## src/rtl/core/mgd_pkg.sv

```systemverilog
// ----------------------------------------------------------------------------
// mgd_pkg
// Shared types and constants for the mouse gesture detector.
// ----------------------------------------------------------------------------
package mgd_pkg;

  localparam int BYTE_W      = 8;
  localparam int DELTA_W     = 9;
  localparam int TOTAL_W     = 16;
  localparam int CFG_W       = 16;
  localparam int CFG_INDEX_W = 1;
  localparam int RESULT_W    = 40;

  localparam int DEFAULT_QUEUE_DEPTH = 2;

  localparam logic [CFG_INDEX_W-1:0] CFG_TARGET_LENGTH      = 1'd0;
  localparam logic [CFG_INDEX_W-1:0] CFG_VERTICAL_TOLERANCE = 1'd1;

  localparam logic [TOTAL_W-1:0] TARGET_LENGTH_RESET      = 16'd100;
  localparam logic [TOTAL_W-1:0] VERTICAL_TOLERANCE_RESET = 16'd10;

  localparam int SYNC_BIT    = 3;
  localparam int X_SIGN_BIT  = 4;
  localparam int Y_SIGN_BIT  = 5;

  typedef struct packed {
    logic               vert_overflow;
    logic               horiz_overflow;
    logic               middle_button;
    logic               right_button;
    logic               left_button;
    logic [DELTA_W-1:0] delta_y;
    logic [DELTA_W-1:0] delta_x;
  } packet_t;

  typedef struct packed {
    logic               gesture_done;
    logic [TOTAL_W-1:0] travel_sum;
    logic [DELTA_W-1:0] delta_y;
    logic [DELTA_W-1:0] delta_x;
    logic               vert_overflow;
    logic               horiz_overflow;
    logic               middle_button;
    logic               right_button;
    logic               left_button;
  } result_t;

  typedef struct packed {
    logic    valid;
    packet_t packet;
  } queue_port_t;

endpackage

```

## src/rtl/core/mgd_framer.sv

```systemverilog
// ----------------------------------------------------------------------------
// mgd_framer
// Hunts for the sync bit, gathers three bytes and decodes a packet.
// ----------------------------------------------------------------------------
module mgd_framer (
  input  logic                       clk,
  input  logic                       rst,
  input  logic                       s_tvalid,
  output logic                       s_tready,
  input  logic [mgd_pkg::BYTE_W-1:0] s_tdata,   // [7:0] mouse_byte
  input  logic                       queue_full,
  output mgd_pkg::queue_port_t       push
);
  import mgd_pkg::*;

  typedef enum logic [1:0] {
    HUNT,
    GOT_FIRST,
    GOT_SECOND
  } frame_state_t;

  frame_state_t        state;
  logic [BYTE_W-1:0]   first_byte;
  logic [BYTE_W-1:0]   second_byte;
  logic                transfer;

  assign s_tready = (state != GOT_SECOND) || !queue_full;
  assign transfer = s_tvalid && s_tready;

  assign push.valid                 = transfer && (state == GOT_SECOND);
  assign push.packet.left_button    = first_byte[0];
  assign push.packet.right_button   = first_byte[1];
  assign push.packet.middle_button  = first_byte[2];
  assign push.packet.horiz_overflow = first_byte[6];
  assign push.packet.vert_overflow  = first_byte[7];
  assign push.packet.delta_x        = {first_byte[X_SIGN_BIT], second_byte};
  assign push.packet.delta_y        = {first_byte[Y_SIGN_BIT], s_tdata};

  always_ff @(posedge clk) begin
    if (rst) begin
      state       <= HUNT;
      first_byte  <= '0;
      second_byte <= '0;
    end else if (transfer) begin
      unique case (state)
        HUNT: begin
          if (s_tdata[SYNC_BIT]) begin
            first_byte <= s_tdata;
            state      <= GOT_FIRST;
          end
        end
        GOT_FIRST: begin
          second_byte <= s_tdata;
          state       <= GOT_SECOND;
        end
        GOT_SECOND: begin
          state <= HUNT;
        end
        default: begin
          state <= HUNT;
        end
      endcase
    end
  end

endmodule

```

## src/rtl/core/mgd_queue.sv

```systemverilog
// ----------------------------------------------------------------------------
// mgd_queue
// Short packet queue between the framer and the gesture tracker.
// ----------------------------------------------------------------------------
module mgd_queue #(
  parameter int DEPTH = mgd_pkg::DEFAULT_QUEUE_DEPTH
) (
  input  logic                 clk,
  input  logic                 rst,
  input  mgd_pkg::queue_port_t push,
  output logic                 full,
  output logic                 head_valid,
  output mgd_pkg::packet_t     head,
  input  logic                 pop
);
  import mgd_pkg::*;

  localparam int PTR_W   = (DEPTH > 1) ? $clog2(DEPTH) : 1;
  localparam int COUNT_W = $clog2(DEPTH + 1);

  localparam logic [PTR_W-1:0]   LAST_PTR   = PTR_W'(DEPTH - 1);
  localparam logic [COUNT_W-1:0] FULL_COUNT = COUNT_W'(DEPTH);

  packet_t             slots [DEPTH];
  logic [PTR_W-1:0]    wptr;
  logic [PTR_W-1:0]    rptr;
  logic [COUNT_W-1:0]  count;
  logic                do_push;
  logic                do_pop;

  assign full       = (count == FULL_COUNT);
  assign head_valid = (count != '0);
  assign head       = slots[rptr];
  assign do_push    = push.valid && !full;
  assign do_pop     = pop && head_valid;

  always_ff @(posedge clk) begin
    if (do_push) begin
      slots[wptr] <= push.packet;
    end
  end

  always_ff @(posedge clk) begin
    if (rst) begin
      wptr  <= '0;
      rptr  <= '0;
      count <= '0;
    end else begin
      if (do_push) begin
        wptr <= (wptr == LAST_PTR) ? '0 : wptr + PTR_W'(1);
      end
      if (do_pop) begin
        rptr <= (rptr == LAST_PTR) ? '0 : rptr + PTR_W'(1);
      end
      if (do_push && !do_pop) begin
        count <= count + COUNT_W'(1);
      end else if (do_pop && !do_push) begin
        count <= count - COUNT_W'(1);
      end
    end
  end

  a_no_push_when_full: assert property (@(posedge clk) disable iff (rst)
    full |-> !push.valid)
    else $error("packet pushed into a full queue");

  a_count_bound: assert property (@(posedge clk) disable iff (rst)
    count <= FULL_COUNT)
    else $error("queue count out of range");

endmodule

```

## src/rtl/core/mgd_tracker.sv

```systemverilog
// ----------------------------------------------------------------------------
// mgd_tracker
// Holds the gesture totals, updates them per packet and registers the result.
// ----------------------------------------------------------------------------
module mgd_tracker (
  input  logic                            clk,
  input  logic                            rst,
  input  logic                            cfg_we,
  input  logic [mgd_pkg::CFG_INDEX_W-1:0] cfg_index,
  input  logic [mgd_pkg::CFG_W-1:0]       cfg_data,
  input  logic                            head_valid,
  input  mgd_pkg::packet_t                head,
  output logic                            pop,
  output logic                            m_tvalid,
  input  logic                            m_tready,
  output mgd_pkg::result_t                result
);
  import mgd_pkg::*;

  logic signed [TOTAL_W-1:0] target_length;
  logic        [TOTAL_W-1:0] vertical_tolerance;
  logic signed [TOTAL_W-1:0] hsum;
  logic        [TOTAL_W-1:0] vtot;

  logic signed [DELTA_W-1:0] dx;
  logic signed [DELTA_W-1:0] dy;
  logic        [DELTA_W-1:0] ady;
  logic        [TOTAL_W:0]   vt_wide;
  logic        [TOTAL_W-1:0] vt;
  logic signed [TOTAL_W:0]   s_wide;
  logic signed [TOTAL_W-1:0] s_sat;
  logic signed [TOTAL_W-1:0] s_dir;
  logic signed [TOTAL_W-1:0] tsum;
  logic                      in_gesture;
  logic                      target_pos;
  logic                      done;
  logic                      clear_all;
  logic signed [TOTAL_W-1:0] hsum_next;
  logic        [TOTAL_W-1:0] vtot_next;

  assign pop = head_valid && (!m_tvalid || m_tready);

  always_comb begin
    dx  = head.delta_x;
    dy  = head.delta_y;
    ady = dy[DELTA_W-1] ? DELTA_W'(-dy) : DELTA_W'(dy);

    vt_wide = {1'b0, vtot} + {{(TOTAL_W + 1 - DELTA_W){1'b0}}, ady};
    vt      = vt_wide[TOTAL_W] ? {TOTAL_W{1'b1}} : vt_wide[TOTAL_W-1:0];

    in_gesture = (vt < vertical_tolerance) && head.left_button;

    s_wide = {hsum[TOTAL_W-1], hsum} + {{(TOTAL_W + 1 - DELTA_W){dx[DELTA_W-1]}}, dx};
    if (s_wide[TOTAL_W] != s_wide[TOTAL_W-1]) begin
      s_sat = s_wide[TOTAL_W] ? {1'b1, {(TOTAL_W-1){1'b0}}} : {1'b0, {(TOTAL_W-1){1'b1}}};
    end else begin
      s_sat = s_wide[TOTAL_W-1:0];
    end
    tsum = in_gesture ? s_sat : hsum;

    target_pos = !target_length[TOTAL_W-1] && (target_length != '0);
    if (target_pos) begin
      s_dir = dx[DELTA_W-1] ? '0 : s_sat;
      done  = in_gesture && (s_dir >= target_length);
    end else begin
      s_dir = (!dx[DELTA_W-1] && (dx != '0)) ? '0 : s_sat;
      done  = in_gesture && (s_dir < target_length);
    end

    clear_all = done || (vt > vertical_tolerance) || !head.left_button;
    hsum_next = clear_all ? '0 : (in_gesture ? s_dir : hsum);
    vtot_next = clear_all ? '0 : vt;
  end

  always_ff @(posedge clk) begin
    if (rst) begin
      target_length      <= TARGET_LENGTH_RESET;
      vertical_tolerance <= VERTICAL_TOLERANCE_RESET;
    end else if (cfg_we) begin
      case (cfg_index)
        CFG_TARGET_LENGTH:      target_length      <= cfg_data;
        CFG_VERTICAL_TOLERANCE: vertical_tolerance <= cfg_data;
        default: ;
      endcase
    end
  end

  always_ff @(posedge clk) begin
    if (rst) begin
      hsum     <= '0;
      vtot     <= '0;
      m_tvalid <= 1'b0;
    end else begin
      if (pop) begin
        hsum     <= hsum_next;
        vtot     <= vtot_next;
        m_tvalid <= 1'b1;
      end else if (m_tready) begin
        m_tvalid <= 1'b0;
      end
    end
  end

  always_ff @(posedge clk) begin
    if (pop) begin
      result.left_button    <= head.left_button;
      result.right_button   <= head.right_button;
      result.middle_button  <= head.middle_button;
      result.horiz_overflow <= head.horiz_overflow;
      result.vert_overflow  <= head.vert_overflow;
      result.delta_x        <= head.delta_x;
      result.delta_y        <= head.delta_y;
      result.travel_sum     <= tsum;
      result.gesture_done   <= done;
    end
  end

  a_done_clears_totals: assert property (@(posedge clk) disable iff (rst)
    (pop && done) |=> (hsum == '0) && (vtot == '0))
    else $error("totals not cleared after gesture");

  a_release_clears_totals: assert property (@(posedge clk) disable iff (rst)
    (pop && !head.left_button) |=> (hsum == '0) && (vtot == '0))
    else $error("totals not cleared on button release");

  a_pop_loads_output: assert property (@(posedge clk) disable iff (rst)
    pop |=> m_tvalid)
    else $error("popped packet produced no result");

endmodule

```

## src/rtl/core/mouse_gesture_detector_top.sv

```systemverilog
// ----------------------------------------------------------------------------
// mouse_gesture_detector_top
// Frames PS/2 mouse bytes into packets and tracks a horizontal swipe gesture.
// ----------------------------------------------------------------------------
// One mouse byte is taken per cycle. Every third byte after a sync byte
// (bit 3 set) completes a packet; the framer pushes it into a short queue
// and the tracker loads its result into the output register once that register is free.
// The tracker updates both gesture totals as it pops each packet, so it
// retires one packet per cycle while the output register is free; a stalled
// output fills the queue and then holds off only the byte that completes a
// packet. Configuration writes take effect at the next cycle.
module mouse_gesture_detector_top #(
  parameter int QUEUE_DEPTH = mgd_pkg::DEFAULT_QUEUE_DEPTH
) (
  input  logic                            clk,
  input  logic                            rst,
  input  logic                            cfg_we,
  input  logic [mgd_pkg::CFG_INDEX_W-1:0] cfg_index,
  input  logic [mgd_pkg::CFG_W-1:0]       cfg_data,
  input  logic                            s_tvalid,
  output logic                            s_tready,
  input  logic [mgd_pkg::BYTE_W-1:0]      s_tdata,   // [7:0] mouse_byte
  output logic                            m_tvalid,
  input  logic                            m_tready,
  // [0] left_button, [1] right_button, [2] middle_button, [3] horiz_overflow,
  // [4] vert_overflow, [13:5] delta_x, [22:14] delta_y, [38:23] travel_sum,
  // [39] gesture_done
  output logic [mgd_pkg::RESULT_W-1:0]    m_tdata
);
  import mgd_pkg::*;

  queue_port_t push;
  logic        queue_full;
  logic        head_valid;
  packet_t     head;
  logic        pop;
  result_t     result;

  mgd_framer u_framer (
    .clk        (clk),
    .rst        (rst),
    .s_tvalid   (s_tvalid),
    .s_tready   (s_tready),
    .s_tdata    (s_tdata),
    .queue_full (queue_full),
    .push       (push)
  );

  mgd_queue #(
    .DEPTH (QUEUE_DEPTH)
  ) u_queue (
    .clk        (clk),
    .rst        (rst),
    .push       (push),
    .full       (queue_full),
    .head_valid (head_valid),
    .head       (head),
    .pop        (pop)
  );

  mgd_tracker u_tracker (
    .clk        (clk),
    .rst        (rst),
    .cfg_we     (cfg_we),
    .cfg_index  (cfg_index),
    .cfg_data   (cfg_data),
    .head_valid (head_valid),
    .head       (head),
    .pop        (pop),
    .m_tvalid   (m_tvalid),
    .m_tready   (m_tready),
    .result     (result)
  );

  assign m_tdata = result;

endmodule

```

## config.mk

```make
export PLATFORM = sky130hd
export DESIGN_NAME = mouse_gesture_detector_top
export DESIGN_NICKNAME = d
export VERILOG_FILES = /design/src/rtl/core/mgd_pkg.sv /design/src/rtl/core/mgd_framer.sv /design/src/rtl/core/mgd_queue.sv /design/src/rtl/core/mgd_tracker.sv /design/src/rtl/core/mouse_gesture_detector_top.sv
export SDC_FILE = /design/constraint.sdc
export NUM_CORES = 1
export LEC_CHECK = 0
export BUFFER_PORTS_ARGS = -buffer_cell sky130_fd_sc_hd__buf_2
export CORE_MARGIN = 8
export CORE_UTILIZATION = 40
export DETAILED_ROUTE_END_ITERATION = 12
export SLEW_MARGIN = 40
export SYNTH_ARGS = -nofsm -noshare
export SYNTH_HDL_FRONTEND = slang
export SYNTH_SLANG_ARGS = --single-unit
```

## constraint.sdc

```tcl
create_clock -name clk -period 7.4 [get_ports clk]
set_input_delay 1.48 -clock clk [delete_from_list [all_inputs] [get_ports clk]]
set_output_delay 1.48 -clock clk [all_outputs]
set_load 0.1 [all_outputs]
```

# After elaboration in Yosys (flattened, before gate mapping)
# Memories as Yosys holds them, arrays and structs flattened. A register that Yosys moved wholly into a read port is not among the register bits.
# Cells that the tools add are included.
dict set report word_totals {
  out_inout_bits 42
  mem_count 1
  ram_bits 46
  register_bits 127
  inputBits 30
}
dict set report classes {
  muxes 24
  order_cmp 4
  n_addsub 7
  reduce_logical 36
  bitwise_logic 1
  eq_ne 6
}
# name depth word_bits rd rd_clocked_by_memory_dff wr line
set memory_table {}
lappend memory_table {u_queue.slots 2 23 1 1 1 mgd_queue.sv:24} ;# packet_t slots [DEPTH];
# op n
set op_table {}
lappend op_table {{16-bit 2-to-1 mux} 10}
lappend op_table {{16-bit by 9-bit adder with 17-bit output} 2}
lappend op_table {{16-bit < comparator} 2}
lappend op_table {{16-bit greater-or-equal comparator} 1}
lappend op_table {{16-bit greater-than comparator} 1}
lappend op_table {{16-bit nonzero test} 1}
lappend op_table {{1-bit logical AND} 12}
lappend op_table {{2-bit AND reduction} 5}
lappend op_table {{1-bit 2-to-1 mux} 9}
lappend op_table {{9-bit 2-to-1 mux} 1}
lappend op_table {{9-bit negator} 1}
lappend op_table {{9-bit nonzero test} 1}
lappend op_table {{2-bit nonzero test} 4}
lappend op_table {{1-bit logical NOT} 7}
lappend op_table {{2-bit 2-to-1 mux} 3}
lappend op_table {{2-bit == test (second input constant)} 2}
lappend op_table {{1-bit logical OR} 4}
lappend op_table {{2-bit inequality test (second input constant)} 2}
lappend op_table {{2-bit case mux with 2 select lines} 1}
lappend op_table {{3-bit AND reduction} 1}
lappend op_table {{1-bit adder (second input constant)} 2}
lappend op_table {{2-bit by 1-bit adder with 2-bit output (second input constant)} 1}
lappend op_table {{2-bit by 1-bit == test with 1-bit output (second input constant)} 1}
lappend op_table {{2-bit logical NOT} 1}
lappend op_table {{3 further kinds} 3}

# Logic depth before layout (Yosys ltp)
# Gate-level depths: netlist of the first run.
dict set report depth {
  word_depth 12
  ltp_mapped 27
}

# Modules after synthesis
# Synthesis of the first run repeated with hierarchy kept, for this count alone.
dict set report unflattened {
  hier_cells 915
  area_unflattened_um2 9175.0
}
# module seq_area_each_um2 cells_each instances area_each_um2
set modules_own_cells {}
lappend modules_own_cells {mgd_tracker 2502.4 742 1 6493.7}
lappend modules_own_cells {mgd_queue 1481.4 96 1 1870.5}
lappend modules_own_cells {mgd_framer 340.3 77 1 810.8}

# Least setup slack after synthesis of the first run
# No wires, ideal clock.
dict set report synth_timing {
  kind {register to register}
  from {register with a tool-made name}
  to {register u_tracker.hsum[8]}
  setup_time_ps 75
  synth_period_minus_slack_ps 6010
  n_path_buf 5
  arrival_time_ps 5936
  setup_slack_ps 1390
  stages_incl_launch_ff 24
  cell_sequence {dfxtp_1 buf_2 buf_1 clkbuf_1 mux2_2 ha_1 fa_1 nand3_1 a21oi_1 or3_1 or4_4 and2_1 clkbuf_1 o21ai_0 nor2_1 ha_1 a211oi_1 a221o_1 a2111oi_0 nand3b_1 a21oi_2 o21ai_1 clkbuf_1 o21ai_0}
}
# item line
set synth_rtl {}
lappend synth_rtl {{to (signal assigned)} mgd_tracker.sv:95} ;# hsum <= hsum_next;
lappend synth_rtl {{to (decl)} mgd_tracker.sv:22} ;# logic signed [TOTAL_W-1:0] hsum;

==> results by group, run 1 <==
Route
  – DRT antenna net count: 0
  – DRT Pass-1 Iters: 5
  – DRT iter0 DRCs: 511
  – Routed WL per cell: 16.9 um
  – Residual DRC: 0
  – Total number of vias: 7,017
  – Vias/cell: 5.34
  – Final wirelength: 22,300 um

Clock tree
  – CTS tree: yes
  – Post-CTS sizing: 0
  – Worst-path clk slew: 0.08 ns
  – Hold buffers post-CTS: 0
  – Total clock buffers created by CTS: 17
  – Postcts setup bufs: 0
  – Root Buffer: clkbuf_16
  – Clk buf depth: 2
  – Worst-Skew Late Latency: 0.45 ns
  – # clock sinks: 173
  – H-tree Lvls: 4

GRT
  – Vias in the first global route: 6,827
  – Gr ovfl total: 0
  – Gr usage total: 0.160
  – Pin count of the biggest net entering global routing: 62
  – First-pass GRT wire length: 36,200 um
  – Initial antenna violation count: 0

Yosys
  – FFs w/ async S/R, synth: 0
  – Adder-cell share of the synthesized area: 0.105
  – Ys flop type: dfxtp_1
  – Post-synthesis sequential area ratio: 0.469
  – Synthesized area: 9230 um^2
  – EDFF count, synth: 86
  – Mux share of post-synthesis cell area: 0.0530
  – Yosys reg bits: 173
  – Synth Instances: 944
  – Largest area contributor in the netlist: edfxtp_1
  – Cell with the most instances after synthesis: nand2_1
  – Syn nets: 1,050
  – Mean Syn Cell Area: 9.78 um^2
  – Synth top area share: 0.280
  – Top cells by area, synth: edfxtp_1 (28%), dfxtp_1 (19%), ha_1 (10%)
  – Cell variety after synth: 64
  – Compound-cell area share of the yosys netlist: 0.160
  – Simple-Gate Fraction of Synth Area: 0.150
  – Yosys warnings: 0
  – Post-synthesis xor/xnor area fraction: 0.0256
  – Combinational family with the most area after synthesis: compound AO/OA/AOI/OAI gates
  – Top cell types by occurrence after synthesis: nand2_1 (125), nor2_1 (92), dfxtp_1 (87), edfxtp_1 (86), ha_1 (74)

Die
  – Die height: 168 um
  – Initial Utilization: 0.408
  – Boundary pin count: 72
  – # rows: 55
  – Die Wd: 168 um
  – Core area: 22,600 um^2
  – DIE AREA: 28,200 um^2

STA
  – Setup TNS: 0 ns
  – Clk_skew: 0.0181 ns
  – Slew Limit Fails: 0
  – Endpoints failing hold: 0
  – Fin crit period: 6.50 ns
  – Unrepaired setup endpoints after global routing: false
  – Max-slew headroom: 0.523
  – Period utilization: 0.878
  – Max Fclk: 154 MHz
  – Setup violations, final: 0
  – Worst-margin pin slew: 0.716 ns

Pwr
  – Switching part of the total: 0.469
  – Maximum vdd ir drop: 0.375 mV
  – Clk pwr share: 0.249
  – Internal: 2.02 mW
  – Sw power: 1.79 mW
  – Power Total: 3.81 mW
  – Logic pwr share: 0.427
  – Leak pwr: 4.27 nW
  – Share of power burned in registers: 0.324
  – PD cells: 361 nW/um^2

Place
  – HPWL Detailed: 16,100 um
  – Final GP Congestion: 0.865
  – Placement Cell Area: 9920 um^2
  – I/O Buffers: 71
  – Placed Instances: 1,281

Critical path
  – Critical path class: flop to flop
  – Crit Path Max Fanout: 36
  – CP required: 7.73 ns
  – Worst Path Arrival: 6.83 ns
  – Worst setup SP type: flop
  – CP endpoint kind: flop

Outcome
  – Status: complete, no violations

Layout
  – Final Non-Filler Cells: 1,313
  – Antenna cells: 0
  – Final design area excluding fillers: 10,600 um^2
  – Layout cells sized above 1: 0.156
  – Nets: 1,121
  – Layout fillers: 2,126
  – Layout area overhead: 14.4%

Worst hold path
  – Hold WC Path Type: flop to flop

Run
  – Max-cap violation count: 0
registers in the layout, indices dropped and copies added, names as in the netlist, named ones only:
register and cells:
u_queue.wptr 1, u_queue.count 2, u_tracker.hsum 16, u_framer.state 2
u_queue.rptr 1, u_tracker.vtot 16, u_tracker.target_length 16, u_tracker.result 40
u_tracker.m_tvalid 1, u_framer.second_byte 8, u_framer.first_byte 7, u_queue.slots 46
u_tracker.vertical_tolerance 16
metrics by stage:
stage	setup WS (ns)	util	hold slack, ns
floorplan	1.39	-	0.425
global placement	1.10	0.438	0.435
detailed placement	0.949	0.438	0.447
CTS	0.934	0.466	0.459
global route	0.129	0.466	0.485
finish	0.899	0.466	0.458
layout make-up:
cell class	instances	area [um^2]	share of cell area
clock buffers	17	425	0.0403
multi-input cells	683	4560	0.432
clock inverters	15	219	0.0207
well taps	285	357	0.0338
inverters	54	203	0.0192
repair buffers	86	468	0.0443
flip-flops and latches	173	4320	0.409
power by group through the flow:
stage                     Clock, mW  Combinational [mW]  Sequential (mW)
after floorplan                   0               0.602             1.95
after global placement            0                1.62             1.25
after detailed placement          0                1.63             1.25
after CTS                     0.971                1.64             1.24
after global routing           1.01                1.75             1.25
final                         0.952                1.63             1.23
routing by layer:
| layer | GRT usage | share of wire | vias to the layer above |
|---|---|---|---|
| met4 | 0.0485 | 0.015 | 0 |
| met1 | 0.227 | 0.51 | 3316 |
| met3 | 0.0348 | 0.041 | 23 |
| met2 | 0.241 | 0.43 | 125 |
| met5 | 0 | 0 | - |
| li1 | - | - | 3553 |
worst max-delay path, stage by stage, from the launching register on:
cell      delay, ns
dfxtp_1        0.41
buf_4          0.34
mux2i_1        0.56
a21oi_1        0.22
fa_1           0.50
a211oi_1       0.30
o21bai_1       0.11
a21oi_1        0.22
o21bai_1       0.11
a21oi_1        0.32
o21a_1         0.44
o21ai_0        0.22
ha_1           0.36
nand4_1        0.10
nor3_1         0.33
a221o_1        0.23
a31o_2         0.57
nand2b_1       0.27
nor3_2         0.08
or3_4          0.48
a22o_1         0.21
cell usage in the layout (no fill, tap or decap), drive strengths merged, types with 9 or more instances in the layout:
cell type and n:
a211oi 13, o21ai 69, mux2 23, edfxtp 86
xnor2 18, clkbuf 17, inv 63, a22o 15
nand2 125, buf 86, a21oi 68, nor2 92
nand2b 9, ha 74, dfxtp 87, nor3 10
xor2 9, nand3 11, nand4 9, mux2i 23
final timing paths:
kind | start | end | slack, ns | cells past startpoint
worst max-delay path | flop | u_tracker.vtot[2] | 0.90 | 20
worst min-delay path | u_tracker.vertical_tolerance[4] | u_tracker.vertical_tolerance[4] | 0.46 | 2
worst max register to register | flop | u_tracker.vtot[2] | 0.90 | 20
worst min register to register | u_tracker.vertical_tolerance[4] | u_tracker.vertical_tolerance[4] | 0.46 | 2
cell families after synthesis:
family	after synthesis
simple gates	304
fa+ha+maj	76
mux	46
buf+inv	88
compound gates	230
flops	173
xor+xnor	27
Note: power is estimated with default switching activity, not from simulation.
==> run 2, diff against run 1 <==
--- a/config.mk
+++ b/config.mk
@@ -6,9 +6,12 @@
 export NUM_CORES = 1
 export LEC_CHECK = 0
 export BUFFER_PORTS_ARGS = -buffer_cell sky130_fd_sc_hd__buf_2
+export CELL_PAD_IN_SITES_DETAIL_PLACEMENT = 1
+export CELL_PAD_IN_SITES_GLOBAL_PLACEMENT = 1
 export CORE_MARGIN = 8
 export CORE_UTILIZATION = 40
 export DETAILED_ROUTE_END_ITERATION = 12
+export PLACE_DENSITY_LB_ADDON = 0.1
 export SLEW_MARGIN = 40
 export SYNTH_ARGS = -nofsm -noshare
 export SYNTH_HDL_FRONTEND = slang
==> run 2 against run 1 <==
Compared with the run above:
- non-clock buffer count increased by 1
- setup slack got worse by 0.26 ns
- flip-flop and latch count unchanged
- power increased by 1.3%
- sequential share of layout area decreased by 0.082 points
- design area increased by 0.20%
- critical path type unchanged
- largest cell class unchanged
- largest power group unchanged
==> results by group, run 2 (synthesized netlist as in run 1, its figures left out) <==
Critical path
  – CP required: 7.72 ns
  – CP endpoint kind: flop
  – Worst setup SP type: flop
  – Worst Path Arrival: 7.08 ns
  – Cells on worst reg2reg path: 24
  – CP max-delay cell: a2111oi_0
  – Worst stage delay on the critical path: 0.64 ns
  – Critical path class: flop to flop
  – Cell mode on critical path: nor2_1
  – Crit Path Max Fanout: 36
  – CP Cell Sequence: buf_4, mux2i_1, inv_1, nor2_1, nand3_1, o21ai_0, xnor2_1, ha_1, or3_1, a2111oi_0, nor2_1, a21oi_1, inv_1, a31oi_1, nor2_1, ha_1, nand4_1, nor3_1, a221o_1, a31o_2, nand2b_1, nor3_2, or3_4, a22o_1

Pwr
  – Leak pwr: 4.28 nW
  – PD cells: 365 nW/um^2
  – Power Total: 3.87 mW
  – Maximum vdd ir drop: 0.335 mV

Clock tree
  – Clk buf depth: 2
  – Total clock buffers created by CTS: 17
  – H-tree Lvls: 4
  – Worst-Skew Late Latency: 0.44 ns
  – Postcts setup bufs: 0
  – Root Buffer: clkbuf_16
  – # clock sinks: 173
  – Hold buffers post-CTS: 0
  – Post-CTS sizing: 0
  – Worst-path clk slew: 0.08 ns
  – CTS tree: yes

Worst hold path
  – Hold Path Depth: 0
  – Hold WC Path Type: flop to flop

Route
  – Total number of vias: 7,107
  – Vias/cell: 5.41
  – Residual DRC: 0
  – DRT antenna net count: 0
  – DRT iter0 DRCs: 456
  – Routed WL per cell: 19.0 um
  – Final wirelength: 25,000 um
  – DRT Pass-1 Iters: 5

Die
  – Die Wd: 168 um
  – Core area: 22,600 um^2
  – # rows: 55
  – Boundary pin count: 72
  – Die height: 168 um
  – Initial Utilization: 0.408
  – DIE AREA: 28,200 um^2

Place
  – Pre-CTS WS: 0.690 ns
  – I/O Buffers: 71
  – Placed Instances: 1,282
  – Placement Cell Area: 9920 um^2
  – HPWL Detailed: 18,500 um
  – Final GP Congestion: 0.803

Layout
  – Largest regs: u_queue.slots: 46 flops, u_tracker.result: 40 flops
  – Antenna cells: 0
  – Final Non-Filler Cells: 1,314
  – Max reg flops: 46
  – Largest reg by FF count: u_queue.slots
  – Layout area overhead: 14.7%
  – Final design area excluding fillers: 10,600 um^2
  – Layout fillers: 2,543
  – Area occupied by multi-input gates: 4560 um^2
  – Leading cell type in the layout, fill and taps excluded: nand2_1
  – Register area: 4320 um^2
  – Commonest cells after routing, fill and taps aside: nand2_1 (125), nor2_1 (91), dfxtp_1 (87), edfxtp_1 (86), ha_1 (74)
  – Nets: 1,122
  – Layout cells sized above 1: 0.155

GRT
  – Initial antenna violation count: 0
  – Gr usage total: 0.178
  – Gr ovfl total: 0
  – Vias in the first global route: 7,409
  – First-pass GRT wire length: 40,000 um
  – Pin count of the biggest net entering global routing: 62

STA
  – Setup TNS: 0 ns
  – Unrepaired setup endpoints after global routing: false
  – Worst-margin pin slew: 0.790 ns
  – Fin crit period: 6.76 ns
  – Fin worst setup slack: 0.636 ns
  – Slew Limit Fails: 0
  – Setup violations, final: 0
  – Clk_skew: 0.0160 ns
  – Max-slew headroom: 0.460
  – Max Fclk: 148 MHz
  – Endpoints failing hold: 0
  – Period utilization: 0.914

Run
  – Max-cap violation count: 0

Outcome
  – Status: complete, no violations
[run 2: changes by cell type in the layout (fill, tap and decap cells not counted)]
| cell | change |
|---|---|
| inv_8 | -1 |
| inv_12 | +2 |
| buf_4 | +1 |
| nor2b_1 | +1 |
| inv_6 | -1 |
| inv_16 | +1 |
| nor2b_2 | -1 |
| clkinv_8 | -1 |
[run 2: worst max-delay path, delay by kind of cell (launching register included)]
| kind | cells | cell delay, ns |
|---|---|---|
| mux | 1 | 0.45 |
| flops | 1 | 0.33 |
| fa+ha+maj | 2 | 0.54 |
| simple gates | 10 | 2.23 |
| xor+xnor | 1 | 0.12 |
| compound gates | 7 | 2.49 |
| buf+inv | 3 | 0.50 |
[run 2: report_power, final]
group / switching, mW / internal, mW
logic: 1.28 / 0.369
clock network: 0.497 / 0.485
registers: 0.0545 / 1.18
[run 2: layer usage]
metal  share of wire  GRT usage
met5               0          0
met4          0.0077     0.0353
met3           0.032     0.0337
met2            0.45      0.280
met1            0.51      0.252
[run 2: final cells by class]
type                    instances  area share
multi-input cells             683       0.431
clock inverters                15      0.0222
clock buffers                  17      0.0402
repair buffers                 87      0.0449
flip-flops and latches        173       0.409
inverters                      54      0.0192
well taps                     285      0.0337
[run 2: per-stage QoR]
step	hold WS, ns	utilization
global route	0.473	0.467
floorplan	0.425	-
CTS	0.462	0.467
finish	0.458	0.467
global placement	0.432	0.438
detailed placement	0.442	0.438
[run 2: final timing paths]
| path | from | end | slack (ns) |
|---|---|---|---|
| setup / recovery | flop | u_tracker.vtot[7] | 0.64 |
| hold / removal | u_framer.second_byte[7] | u_queue.slots[0][7] | 0.46 |
| setup reg to reg | flop | u_tracker.vtot[7] | 0.64 |
| hold reg to reg | u_framer.second_byte[7] | u_queue.slots[0][7] | 0.46 |
==> run 3, diff against run 2 <==
--- a/config.mk
+++ b/config.mk
@@ -12,7 +12,8 @@
 export CORE_UTILIZATION = 40
 export DETAILED_ROUTE_END_ITERATION = 12
 export PLACE_DENSITY_LB_ADDON = 0.1
-export SLEW_MARGIN = 40
+export RECOVER_POWER = 100
+export SLEW_MARGIN = 20
 export SYNTH_ARGS = -nofsm -noshare
 export SYNTH_HDL_FRONTEND = slang
 export SYNTH_SLANG_ARGS = --single-unit
==> run 3 against run 2 <==
Compared with the run above:
- via count increased by 0.94%
- sequential power about the same
- flip-flop and latch count unchanged
- final cell count about the same
- global-route usage increased by 0.27 points
- largest power group unchanged
- critical path depth decreased by 4
- count of clock-buffer cells in the layout unchanged
- critical path type unchanged
- the run now ends with capacitance limit, slew limit left
- hold slack improved by 0.0010 ns
==> results by group, run 3 (synthesized netlist as in run 1, its figures left out) <==
Layout
  – Max reg flops: 46
  – Largest reg by FF count: u_queue.slots
  – Commonest cells after routing, fill and taps aside: nand2_1 (125), nor2_1 (91), dfxtp_1 (87), edfxtp_1 (86), ha_1 (74)
  – Nets: 1,123
  – Leading cell type in the layout, fill and taps excluded: nand2_1
  – Layout cells sized above 1: 0.0845
  – Layout area overhead: 13.7%
  – Area occupied by multi-input gates: 4560 um^2
  – Register area: 4320 um^2
  – Final design area excluding fillers: 10,500 um^2
  – Largest regs: u_queue.slots: 46 flops, u_tracker.result: 40 flops
  – Antenna cells: 0
  – Layout fillers: 2,564

Critical path
  – Crit-path leading delay family: compound AO/OA/AOI/OAI gates
  – Cells on worst reg2reg path: 20
  – Stages on the worst setup path: 20
  – CP max-delay cell: mux2_1
  – Crit Path Max Fanout: 27
  – Cell mode on critical path: o21ai_0
  – Critical path class: flop to flop
  – Worst setup SP type: flop
  – CP Cell Sequence: clkbuf_1, mux2_1, ha_1, a21oi_2, o21ai_0, a2111o_1, o2111a_1, or2_2, o21ai_0, nor2_1, ha_1, a211oi_1, o21ai_0, a211oi_1, nor2_1, mux2i_1, buf_4, nor3_2, or3_4, a22o_1
  – R2R Setup Slk: 0.61 ns
  – Worst stage delay on the critical path: 0.96 ns
  – Worst Path Arrival: 7.11 ns
  – CP required: 7.72 ns
  – CP endpoint kind: flop
  – Worst path bufs/invs: 2
  – FF-to-FF End: u_tracker.vtot[15]

Pwr
  – Power Total: 3.85 mW
  – PD cells: 367 nW/um^2
  – Leak pwr: 4.12 nW
  – Maximum vdd ir drop: 0.350 mV

Clock tree
  – Hold buffers post-CTS: 0
  – Postcts setup bufs: 0
  – Total clock buffers created by CTS: 17
  – Clk buf depth: 2
  – Post-CTS sizing: 0
  – CTS tree: yes
  – H-tree Lvls: 4
  – Worst-Skew Late Latency: 0.45 ns
  – Worst-path clk slew: 0.08 ns
  – Root Buffer: clkbuf_16
  – # clock sinks: 173

STA
  – Max-slew headroom: -1.05
  – Setup TNS: 0 ns
  – Clk_skew: 0.0249 ns
  – Endpoints failing hold: 0
  – Slew Limit Fails: 104
  – Fin worst setup slack: 0.615 ns
  – Period utilization: 0.917
  – Max Fclk: 147 MHz
  – Min Hold Slack: 0.459 ns
  – Worst-margin pin slew: 3.08 ns
  – Setup violations, final: 0
  – Unrepaired setup endpoints after global routing: false
  – Fin crit period: 6.79 ns

Route
  – Total number of vias: 7,174
  – Residual DRC: 0
  – Final wirelength: 25,400 um
  – Routed WL per cell: 19.3 um
  – Vias/cell: 5.46
  – DRT Pass-1 Iters: 4
  – DRT antenna net count: 0
  – DRT iter0 DRCs: 428

Run
  – Max-cap violation count: 2

Worst hold path
  – Worst Hold End: u_queue.slots[1][7]
  – Hold WC Path Type: flop to flop
  – Hold Startpoint: u_framer.second_byte[7]
  – Hold Path Depth: 0

Die
  – Core area: 22,600 um^2
  – DIE AREA: 28,200 um^2
  – Die Wd: 168 um
  – Initial Utilization: 0.408
  – Die height: 168 um
  – Boundary pin count: 72
  – # rows: 55

GRT
  – Initial antenna violation count: 0
  – Gr ovfl total: 0
  – Gr usage total: 0.181
  – Vias in the first global route: 7,509
  – First-pass GRT wire length: 40,700 um
  – Pin count of the biggest net entering global routing: 62

Place
  – Placement Cell Area: 9930 um^2
  – Final GP Congestion: 0.803
  – I/O Buffers: 71
  – HPWL Detailed: 18,500 um
  – Pre-CTS WS: 0.677 ns

Outcome
  – Failing checks: capacitance limit, slew limit
  – Status: finished, violations left
run 3: worst max-delay path by stage:
stage | from | to | slack (ns)
after floorplan | flop | u_tracker.hsum[8] | 1.39
after global placement | flop | u_tracker.vtot[3] | 0.79
after detailed placement | flop | u_tracker.vtot[7] | 0.68
after CTS | flop | u_tracker.vtot[15] | 0.68
after global routing | flop | u_tracker.hsum[2] | 0.08
final | flop | u_tracker.vtot[15] | 0.61
run 3: power by group:
group          total [mW]  internal (mW)  switching, mW
Combinational        1.61          0.333           1.28
Sequential           1.24           1.19         0.0559
Clock               0.991          0.485          0.507
run 3: stage by stage:
stage | cells | utilization
after floorplan | 944 | -
final | 1315 | 0.464
after global routing | 1315 | 0.464
after global placement | 1282 | 0.438
after detailed placement | 1283 | 0.439
after CTS | 1315 | 0.468
run 3: area by class of cell:
| class | count | share of cell area |
|---|---|---|
| multi-input cells | 683 | 0.434 |
| repair buffers | 88 | 0.0380 |
| clock buffers | 17 | 0.0405 |
| inverters | 54 | 0.0193 |
| flip-flops and latches | 173 | 0.412 |
| clock inverters | 15 | 0.0219 |
| well taps | 285 | 0.0340 |
run 3: per-layer routing:
layer / wire length, um / GRT usage / up-vias
li1: - / - / 3550
met1: 13000 / 0.254 / 3492
met2: 11400 / 0.286 / 114
met3: 708 / 0.0304 / 18
met4: 257 / 0.0431 / 0
met5: 0 / 0 / -
